$ cat src/sv/bba_pkg.sv
// Package for the buddy block allocator: field widths, request codes,
// walker state type, the structs between top level and walker, and log2 helper.
// No dependencies.
`default_nettype none

package bba_pkg;

    // Default tree shape
    localparam int LEVELS_DEF      = 4;
    localparam int BLOCK_SHIFT_DEF = 16;

    // Field widths
    localparam int REQ_W = 21;  // request_bytes
    localparam int OFF_W = 20;  // release_offset / block_offset
    localparam int LOG_W = 5;   // log2 values of a request

    // Request kinds carried in tuser
    localparam logic MODE_ALLOC   = 1'b0;
    localparam logic MODE_RELEASE = 1'b1;

    // Walker sequencer states
    typedef enum logic [3:0] {
        ST_CLEAR,    // clearing pass over the node memory after reset
        ST_IDLE,
        ST_A_RD,     // allocate search: read node
        ST_A_CHK,    // allocate search: test node
        ST_A_UP,     // allocate search: backtrack
        ST_S_CHK,    // split the found leaf or mark it
        ST_S_RIGHT,  // clear right child of a split node
        ST_R_RD,     // release search: read node
        ST_R_CHK,    // release search: test node
        ST_R_UP,     // release search: return to parent or sibling
        ST_M_RDL,    // merge: read left child
        ST_M_RDR,    // merge: read right child
        ST_M_CHK,    // merge: test both children
        ST_OUT       // result waits for the output register
    } walk_state_t;

    // Per-node marks
    typedef struct packed {
        logic split;
        logic used;
    } node_t;

    // Decoded request handed to the walker
    typedef struct packed {
        logic             mode;
        logic [OFF_W-1:0] rel_off;
        logic [LOG_W-1:0] fit_lvl;    // lowest level that holds the request
        logic [LOG_W-1:0] split_lvl;  // lowest level still split further
        logic             req_zero;
    } walk_req_t;

    // Walker status back to the top level
    typedef struct packed {
        logic             idle;
        logic             res_valid;
        logic             res_ok;
        logic [OFF_W-1:0] res_off;
    } walk_stat_t;

    // Index of the highest set bit (0 for zero)
    function automatic logic [LOG_W-1:0] floor_log2(input logic [REQ_W-1:0] v);
        logic [LOG_W-1:0] r;
        r = '0;
        for (int i = 0; i < REQ_W; i++) begin
            if (v[i]) begin
                r = LOG_W'(i);
            end
        end
        return r;
    endfunction

endpackage

`default_nettype wire

$ cat src/sv/bba_walk.sv
// Tree walker for the buddy allocator: node mark memory, clearing pass and the
// search / split / release / merge sequencer. Depends on bba_pkg.
`default_nettype none

module bba_walk #(
    parameter int LEVELS      = bba_pkg::LEVELS_DEF,
    parameter int BLOCK_SHIFT = bba_pkg::BLOCK_SHIFT_DEF
) (
    input  wire                      aclk,
    input  wire                      aresetn,
    input  wire                      start,
    input  wire bba_pkg::walk_req_t  req,
    input  wire                      res_take,
    output bba_pkg::walk_stat_t      stat
);

    localparam int NW         = LEVELS + 1;
    localparam int NODE_COUNT = (2 ** NW) - 1;
    localparam int LW         = $clog2(LEVELS + 1);
    localparam int CMP_W      = (LW > bba_pkg::LOG_W) ? LW : bba_pkg::LOG_W;
    localparam int SW         = LEVELS + BLOCK_SHIFT;
    localparam int AW         = (SW > bba_pkg::OFF_W) ? SW : bba_pkg::OFF_W;

    localparam logic [NW-1:0]     NODE_LAST = NW'(NODE_COUNT - 1);
    localparam logic [LW-1:0]     LVL_TOP   = LW'(LEVELS);
    localparam logic [LEVELS-1:0] POS_ONE   = LEVELS'(1);

    bba_pkg::walk_state_t state_reg, state_next;
    logic [NW-1:0]        k_reg, k_next;
    logic [LW-1:0]        lvl_reg, lvl_next;
    logic [LEVELS-1:0]    pos_reg, pos_next;
    logic                 hit_reg, hit_next;
    bba_pkg::walk_req_t   req_reg, req_next;
    bba_pkg::node_t       lsave_reg, lsave_next;
    logic                 res_ok_reg, res_ok_next;
    logic [bba_pkg::OFF_W-1:0] res_off_reg, res_off_next;

    // Node mark memory: one write and one registered read per cycle
    bba_pkg::node_t node_mem [NODE_COUNT];
    bba_pkg::node_t mem_rdata_reg;
    logic           mem_we;
    logic [NW-1:0]  mem_waddr;
    bba_pkg::node_t mem_wdata;
    logic [NW-1:0]  mem_raddr;

    always_ff @(posedge aclk) begin
        if (mem_we) begin
            node_mem[mem_waddr] <= mem_wdata;
        end
        mem_rdata_reg <= node_mem[mem_raddr];
    end

    // Tree arithmetic on the current node
    logic [NW-1:0]     left_idx, right_idx, parent_idx;
    logic [LEVELS-1:0] rpos, pos_cur_bit;
    logic [AW-1:0]     addr_ext, start_ext, rstart_ext;
    logic [CMP_W-1:0]  lvl_cmp, fit_cmp, split_cmp;
    logic              is_leaf, node_free;

    assign left_idx    = {k_reg[NW-2:0], 1'b1};
    assign right_idx   = left_idx + NW'(1);
    assign parent_idx  = (k_reg - NW'(1)) >> 1;
    assign pos_cur_bit = POS_ONE << lvl_reg;
    assign rpos        = pos_reg | (POS_ONE << (lvl_reg - LW'(1)));
    assign addr_ext    = AW'(req_reg.rel_off);
    assign start_ext   = AW'(pos_reg) << BLOCK_SHIFT;
    assign rstart_ext  = AW'(rpos) << BLOCK_SHIFT;
    assign lvl_cmp     = CMP_W'(lvl_reg);
    assign fit_cmp     = CMP_W'(req_reg.fit_lvl);
    assign split_cmp   = CMP_W'(req_reg.split_lvl);
    assign is_leaf     = !mem_rdata_reg.split || (lvl_reg == '0);
    assign node_free   = !mem_rdata_reg.split && !mem_rdata_reg.used;

    // State and working registers
    always_ff @(posedge aclk) begin
        if (!aresetn) begin
            state_reg <= bba_pkg::ST_CLEAR;
            k_reg     <= '0;
        end else begin
            state_reg <= state_next;
            k_reg     <= k_next;
        end
        lvl_reg     <= lvl_next;
        pos_reg     <= pos_next;
        hit_reg     <= hit_next;
        req_reg     <= req_next;
        lsave_reg   <= lsave_next;
        res_ok_reg  <= res_ok_next;
        res_off_reg <= res_off_next;
    end

    // Sequencer
    always_comb begin
        state_next   = state_reg;
        k_next       = k_reg;
        lvl_next     = lvl_reg;
        pos_next     = pos_reg;
        hit_next     = hit_reg;
        req_next     = req_reg;
        lsave_next   = lsave_reg;
        res_ok_next  = res_ok_reg;
        res_off_next = res_off_reg;
        mem_we       = 1'b0;
        mem_waddr    = k_reg;
        mem_wdata    = '0;
        mem_raddr    = k_reg;

        case (state_reg)
            bba_pkg::ST_CLEAR: begin
                mem_we = 1'b1;
                if (k_reg == NODE_LAST) begin
                    k_next     = '0;
                    state_next = bba_pkg::ST_IDLE;
                end else begin
                    k_next = k_reg + NW'(1);
                end
            end

            bba_pkg::ST_IDLE: begin
                if (start) begin
                    req_next     = req;
                    k_next       = '0;
                    lvl_next     = LVL_TOP;
                    pos_next     = '0;
                    hit_next     = 1'b0;
                    res_ok_next  = 1'b0;
                    res_off_next = '0;
                    state_next   = (req.mode == bba_pkg::MODE_ALLOC) ?
                                   bba_pkg::ST_A_RD : bba_pkg::ST_R_RD;
                end
            end

            // Allocate: depth-first search for the leftmost free fitting leaf
            bba_pkg::ST_A_RD: begin
                state_next = bba_pkg::ST_A_CHK;
            end

            bba_pkg::ST_A_CHK: begin
                if (lvl_cmp < fit_cmp || mem_rdata_reg.used) begin
                    state_next = bba_pkg::ST_A_UP;
                end else if (is_leaf) begin
                    state_next = bba_pkg::ST_S_CHK;
                end else begin
                    k_next     = left_idx;
                    lvl_next   = lvl_reg - LW'(1);
                    state_next = bba_pkg::ST_A_RD;
                end
            end

            bba_pkg::ST_A_UP: begin
                if (k_reg == '0) begin
                    res_ok_next = 1'b0;
                    state_next  = bba_pkg::ST_OUT;
                end else if (k_reg[0]) begin
                    // left child: try its right sibling
                    k_next     = k_reg + NW'(1);
                    pos_next   = pos_reg | pos_cur_bit;
                    state_next = bba_pkg::ST_A_RD;
                end else begin
                    k_next   = parent_idx;
                    lvl_next = lvl_reg + LW'(1);
                    pos_next = pos_reg & ~pos_cur_bit;
                end
            end

            // Halve the found leaf down the left side, then mark it
            bba_pkg::ST_S_CHK: begin
                mem_we = 1'b1;
                if (lvl_reg != '0 && lvl_cmp >= split_cmp) begin
                    mem_wdata.split = 1'b1;
                    state_next      = bba_pkg::ST_S_RIGHT;
                end else begin
                    mem_wdata.used = !req_reg.req_zero;
                    res_ok_next    = 1'b1;
                    res_off_next   = start_ext[bba_pkg::OFF_W-1:0];
                    state_next     = bba_pkg::ST_OUT;
                end
            end

            bba_pkg::ST_S_RIGHT: begin
                // left child is rewritten when it is split or marked
                mem_we     = 1'b1;
                mem_waddr  = right_idx;
                k_next     = left_idx;
                lvl_next   = lvl_reg - LW'(1);
                state_next = bba_pkg::ST_S_CHK;
            end

            // Release: search for the leaf that starts at the offset
            bba_pkg::ST_R_RD: begin
                state_next = bba_pkg::ST_R_CHK;
            end

            bba_pkg::ST_R_CHK: begin
                if (is_leaf) begin
                    if (addr_ext == start_ext) begin
                        mem_we   = 1'b1;
                        hit_next = 1'b1;
                    end
                    state_next = bba_pkg::ST_R_UP;
                end else if (addr_ext == rstart_ext) begin
                    k_next     = right_idx;
                    lvl_next   = lvl_reg - LW'(1);
                    pos_next   = rpos;
                    state_next = bba_pkg::ST_R_RD;
                end else begin
                    k_next     = left_idx;
                    lvl_next   = lvl_reg - LW'(1);
                    state_next = bba_pkg::ST_R_RD;
                end
            end

            bba_pkg::ST_R_UP: begin
                if (k_reg == '0) begin
                    res_ok_next = hit_reg;
                    state_next  = bba_pkg::ST_OUT;
                end else if (k_reg[0] && !hit_reg) begin
                    // left subtree missed: search the right one
                    k_next     = k_reg + NW'(1);
                    pos_next   = pos_reg | pos_cur_bit;
                    state_next = bba_pkg::ST_R_RD;
                end else begin
                    k_next     = parent_idx;
                    lvl_next   = lvl_reg + LW'(1);
                    pos_next   = pos_reg & ~pos_cur_bit;
                    state_next = bba_pkg::ST_M_RDL;
                end
            end

            // Merge two free unsplit buddies into their parent
            bba_pkg::ST_M_RDL: begin
                mem_raddr  = left_idx;
                state_next = bba_pkg::ST_M_RDR;
            end

            bba_pkg::ST_M_RDR: begin
                mem_raddr  = right_idx;
                lsave_next = mem_rdata_reg;
                state_next = bba_pkg::ST_M_CHK;
            end

            bba_pkg::ST_M_CHK: begin
                if (!lsave_reg.split && !lsave_reg.used && node_free) begin
                    mem_we = 1'b1;
                end
                state_next = bba_pkg::ST_R_UP;
            end

            bba_pkg::ST_OUT: begin
                if (res_take) begin
                    state_next = bba_pkg::ST_IDLE;
                end
            end

            default: begin
                state_next = bba_pkg::ST_IDLE;
            end
        endcase
    end

    assign stat.idle      = (state_reg == bba_pkg::ST_IDLE);
    assign stat.res_valid = (state_reg == bba_pkg::ST_OUT);
    assign stat.res_ok    = res_ok_reg;
    assign stat.res_off   = res_off_reg;

    // Checks
    a_start_idle: assert property (@(posedge aclk) disable iff (!aresetn)
        start |-> state_reg == bba_pkg::ST_IDLE)
        else $error("request started while walker busy");

    a_no_write_idle: assert property (@(posedge aclk) disable iff (!aresetn)
        (state_reg == bba_pkg::ST_IDLE || state_reg == bba_pkg::ST_OUT) |-> !mem_we)
        else $error("node memory written outside a walk");

    a_lvl_range: assert property (@(posedge aclk) disable iff (!aresetn)
        state_reg != bba_pkg::ST_CLEAR && state_reg != bba_pkg::ST_IDLE
            |-> lvl_reg <= LVL_TOP)
        else $error("level above root");

    a_release_zero_off: assert property (@(posedge aclk) disable iff (!aresetn)
        state_reg == bba_pkg::ST_OUT && req_reg.mode == bba_pkg::MODE_RELEASE
            |-> res_off_reg == '0)
        else $error("release returned a nonzero offset");

    a_clear_done: assert property (@(posedge aclk) disable iff (!aresetn)
        state_reg == bba_pkg::ST_CLEAR && state_next == bba_pkg::ST_IDLE
            |-> k_reg == NODE_LAST)
        else $error("clearing pass ended early");

endmodule

`default_nettype wire

$ cat src/sv/buddy_block_allocator_top.sv
// Buddy block allocator top level: stream ports, request decode and result
// register around the tree walker. Depends on bba_pkg and bba_walk.
//
//  channel | dir | tdata                                   | tuser
//  s_      | in  | [20:0] request_bytes, [40:21] rel. offs | [0] mode (0 alloc, 1 release)
//  m_      | out | [19:0] block_offset                     | [0] ok
//
// After reset a clearing pass writes all 2^(LEVELS+1)-1 nodes (31 by default)
// before s_tready rises. One item at a time: the walker reads nodes through the
// registered read port of the node memory. After the request is accepted,
// allocation tests nodes, backtracks, splits the found leaf and marks it;
// release tests nodes, steps over to siblings and ascends with merge; then the
// result waits in the result state.
// s_tready returns once the result is in the output register, which holds it
// while m_tready is low.
`default_nettype none

module buddy_block_allocator_top #(
    parameter int LEVELS      = bba_pkg::LEVELS_DEF,
    parameter int BLOCK_SHIFT = bba_pkg::BLOCK_SHIFT_DEF
) (
    input  wire        aclk,
    input  wire        aresetn,
    input  wire        s_tvalid,
    output logic       s_tready,
    input  wire [47:0] s_tdata,   // [20:0] request_bytes, [40:21] release_offset
    input  wire [0:0]  s_tuser,   // [0] mode
    output logic       m_tvalid,
    input  wire        m_tready,
    output logic [23:0] m_tdata,  // [19:0] block_offset
    output logic [0:0]  m_tuser   // [0] ok
);

    localparam logic [6:0] BS_W7 = 7'(BLOCK_SHIFT);

    bba_pkg::walk_req_t  req;
    bba_pkg::walk_stat_t stat;
    logic                start;
    logic                res_take;

    // Request decode: log2 bounds of the byte count
    logic [bba_pkg::REQ_W-1:0] n, n_dec;
    logic [bba_pkg::LOG_W-1:0] need, flog;
    logic [6:0]                need7, sp7, fit7, split7;

    assign n      = s_tdata[bba_pkg::REQ_W-1:0];
    assign n_dec  = n - bba_pkg::REQ_W'(1);
    assign need   = (n > bba_pkg::REQ_W'(1)) ?
                    bba_pkg::floor_log2(n_dec) + bba_pkg::LOG_W'(1) : '0;
    assign flog   = bba_pkg::floor_log2(n);
    assign need7  = 7'(need);
    assign sp7    = 7'(flog) + 7'd2;
    assign fit7   = (need7 > BS_W7) ? need7 - BS_W7 : '0;
    assign split7 = (sp7 > BS_W7) ? sp7 - BS_W7 : '0;

    assign req.mode      = s_tuser[0];
    assign req.rel_off   = s_tdata[40:21];
    assign req.fit_lvl   = fit7[bba_pkg::LOG_W-1:0];
    assign req.split_lvl = split7[bba_pkg::LOG_W-1:0];
    assign req.req_zero  = (n == '0);

    assign s_tready = stat.idle;
    assign start    = s_tvalid && stat.idle;

    bba_walk #(
        .LEVELS      (LEVELS),
        .BLOCK_SHIFT (BLOCK_SHIFT)
    ) u_walk (
        .aclk     (aclk),
        .aresetn  (aresetn),
        .start    (start),
        .req      (req),
        .res_take (res_take),
        .stat     (stat)
    );

    // Output register
    logic                      m_valid_reg;
    logic                      ok_reg;
    logic [bba_pkg::OFF_W-1:0] off_reg;

    assign res_take = !m_valid_reg || m_tready;

    always_ff @(posedge aclk) begin
        if (!aresetn) begin
            m_valid_reg <= 1'b0;
        end else if (stat.res_valid && res_take) begin
            m_valid_reg <= 1'b1;
        end else if (m_tready) begin
            m_valid_reg <= 1'b0;
        end
        if (stat.res_valid && res_take) begin
            ok_reg  <= stat.res_ok;
            off_reg <= stat.res_off;
        end
    end

    assign m_tvalid   = m_valid_reg;
    assign m_tdata    = {4'b0, off_reg};
    assign m_tuser[0] = ok_reg;

endmodule

`default_nettype wire
$ cat config.mk
export PLATFORM = sky130hd
export DESIGN_NAME = buddy_block_allocator_top
export DESIGN_NICKNAME = d
export VERILOG_FILES = /design/src/sv/bba_pkg.sv /design/src/sv/bba_walk.sv /design/src/sv/buddy_block_allocator_top.sv
export SDC_FILE = /design/constraint.sdc
export NUM_CORES = 1
export LEC_CHECK = 0
export BUFFER_PORTS_ARGS = -buffer_cell sky130_fd_sc_hd__buf_4
export CORE_MARGIN = 5
export CORE_UTILIZATION = 60
export DETAILED_ROUTE_END_ITERATION = 6
export PLACE_DENSITY = 0.81
export SKIP_LAST_GASP = 1
export SLEW_MARGIN = 40
export SYNTH_ARGS = -nofsm -noshare
export SYNTH_HDL_FRONTEND = slang
export SYNTH_SLANG_ARGS = --single-unit
$ cat constraint.sdc
create_clock -name aclk -period 3.51 [get_ports aclk]
set_input_delay 0.702 -clock aclk [delete_from_list [all_inputs] [get_ports aclk]]
set_output_delay 0.702 -clock aclk [all_outputs]
set_load 0.005 [all_outputs]
==> metrics <==
run status finished, final reports clean; iteration-0 DRC count of the detailed router about 860; Clock Pin Slew Worst Setup and Hold Paths about 0.060 ns; area of all sequential standard cells 3630 sq um; relative area change from synthesis to final layout 15.9%; Die Area approximately 16000 sq um; number of flip-flops under the largest register name 62; most common cell in the netlist edfxtp_1; critical path peak fanout 4; pin count of the biggest net entering global routing 42; warnings from Yosys 0; DRT Pass-1 Iters 7; post-synthesis cell type count between 80 and 90; root cell of the clock tree clkbuf_16; Core Footprint 13100 sq um; top area cells in the synthesized netlist edfxtp_1, nor2_1, mux2i_1, ha_1, dfxtp_1; share of synthesized area occupied by flip-flops and latches roughly 46%; total vias in the final route 6720; list of most frequent post-synthesis cells edfxtp_1, nor2_1, nand2_1, a21oi_1, o21ai_0; final cycle utilization of the critical path about 90%; Routed wire per std cell approximately 19 um; first-pass GRT wire length around 32 mm; Worst VDD drop between 400 and 500 uV; number of buffers added by the clock tree synthesis step 17; filler cell count about 1000; die boundary height 125 um; type of the tightest min-delay check flip-flop to flip-flop; minimum setup slack in the final design between 0.3 and 0.4 ns; TritonCTS clock tree built; post-placement setup slack -0.00751 ns; number of synthesized flops with an enable pin approximately 110; share of the synthesized area in compound gates (AO/OA/AOI/OAI) 17.4%; minimum period implied by the final worst setup slack approximately 3.2 ns; buffer levels on the longest clock path 2; GR Util All Layers approximately a quarter; antenna-violating nets left 0; netlist area before placement around 8000 sq um; Placed Cells ~1000; Yosys reg bits 125; post_cts resized 0; Overflow after GRT 0; xor-xnor portion of the synthesized cell area 2.75%; CP peak stage delay ~0.63 ns; Setup Skew roughly 0.014 ns; Antenna diodes 0; clock insertion delay at the later pin of the skew report approximately 0.42 ns; adder-cell share of the synthesized area 3.14%; placed instance area between 8000 and 9000 sq um; fraction of layout cells with a size suffix above 1 roughly a fifth; worst setup path category primary input to flip-flop; worst path arrival time 3.33 ns; number of global-route vias before repair about 6600; Die Wd 125 um; WHS 0.423 ns; crit path max-delay cell type or4_1; number of antenna violations at the first check in global routing 0; async set-reset flop share out of synthesis 0%; final-report hold violation count 0; Post-Synth Simple-Gate Area 20.3%; kind of end point of the critical path flip-flop; RSZ-0062 raised after global routing false; setup bufs post-CTS 0; # clock sinks ~130; initial cell density of the core approximately three fifths; share of synthesized area spent on multiplexers roughly 4.4%; actual slew at the worst max-slew pin 0.755 ns; hold_buf cts 0; total power consumption of the routed design roughly 3.8 mW; power density of the placed cells between 400 and 500 nW/um^2; top-level port count 80; total wire length after detailed routing roughly 20 mm; detail-routed via count per cell approximately 6.3; net total in the final layout 950; Site Rows 42; number of buffer cells added on primary ports 52; final setup vio count 0; top register by number of flip-flops u_walk.node_mem; post-synth top area share a little over two fifths; top_reg_cell synth edfxtp_1; static leakage about 3.4 nW; combinational family with the most area after synthesis simple AND/OR/NAND/NOR gates; cell type with the highest aggregate area in the netlist edfxtp_1; Design Area, Final between 9000 and 10000 sq um; slew margin rel. 49.3%; ordered list of cells on the worst path buf_4 -> or4_1 -> nor2_2 -> a31oi_1 -> a311o_1 -> nand2_1 -> o21ai_0 -> a211o_1 -> ha_1 -> a21boi_0 -> o211a_1; number of remaining DRC errors 0; FMAX between 300 and 400 MHz; Cells after Synth 812; max-cap violations 0; category of the worst setup path launch point primary input; Syn Area/Cell approximately 9.8 sq um; non-filler instance count after layout around 1100; data required time of the critical path around 3.7 ns; final slew viol count 0; HPWL after DPL between 10 and 15 mm; global placer's final weighted congestion roughly 0.96; deepest level of the CTS H-tree 4; footprint of the multi-input gates roughly 4000 sq um
-- stage by stage --
stage | util [%] | setup TNS, ns
after detailed placement | 65.7 | -0.00751
after CTS | 70.3 | 0
after global placement | 65.7 | 0
after global routing | 70.3 | 0
final | 70.3 | 0
after floorplan | - | 0
-- cells by family after synthesis --
| kind of cell | after synthesis |
|---|---|
| AOI/OAI and AO/OA | 206 |
| xor gates and xnor gates | 25 |
| DFF | 125 |
| other | 1 |
| buffers and inverters | 105 |
| and+or+nand+nor | 296 |
| muxes | 34 |
| adders and majority gates | 20 |
-- worst max-delay path, delay by kind of cell --
kind            cells  cell delay, ns
buf+inv             1            0.11
compound gates      6            1.27
simple gates        3            1.00
fa+ha+maj           1            0.25
-- cell type report --
class	count	area share [%]
sequential	125	39.3
tap	176	2.38
multi-input combinational	603	42.4
inverter	31	1.26
clock inverter	15	1.91
timing repair buffer	99	8.05
clock buffer	17	4.61
-- cell usage in the layout (no fill, tap or decap), types with 21 or more instances in the layout --
master and instances:
edfxtp_1 113, buf_4 99, nor2_1 85, nand2_1 53
a21oi_1 47, o21ai_0 40, inv_1 28, mux2i_1 26
conb_1 22, nand3_1 21
-- report_power, final --
| part | internal, mW | switching (mW) | total (mW) |
|---|---|---|---|
| Combinational | 0.149 | 0.223 | 0.372 |
| Sequential | 1.62 | 0.0142 | 1.64 |
| Clock | 1.07 | 0.707 | 1.78 |
-- per-layer routing --
metal | wire, um | global-route usage [%]
met5 | 0 | 0
met4 | 649 | 10.5
met3 | 1610 | 6.06
met2 | 9770 | 42.8
met1 | 7920 | 31.5
-- path summary, 6_finish.rpt --
check / cells after the start / from / slack [ns] / to
worst max-delay path: 11 / s_tdata[7] / 0.34 / u_walk.fit_cmp[1]
worst min register to register: 0 / u_walk.res_off_reg[18] / 0.42 / off_reg[18]
worst min-delay path: 0 / u_walk.res_off_reg[18] / 0.42 / off_reg[18]
worst max register to register: 9 / u_walk.lvl_reg[0] / 0.44 / u_walk.pos_reg[0]
No activity file was read; power rests on OpenSTA's default activity.
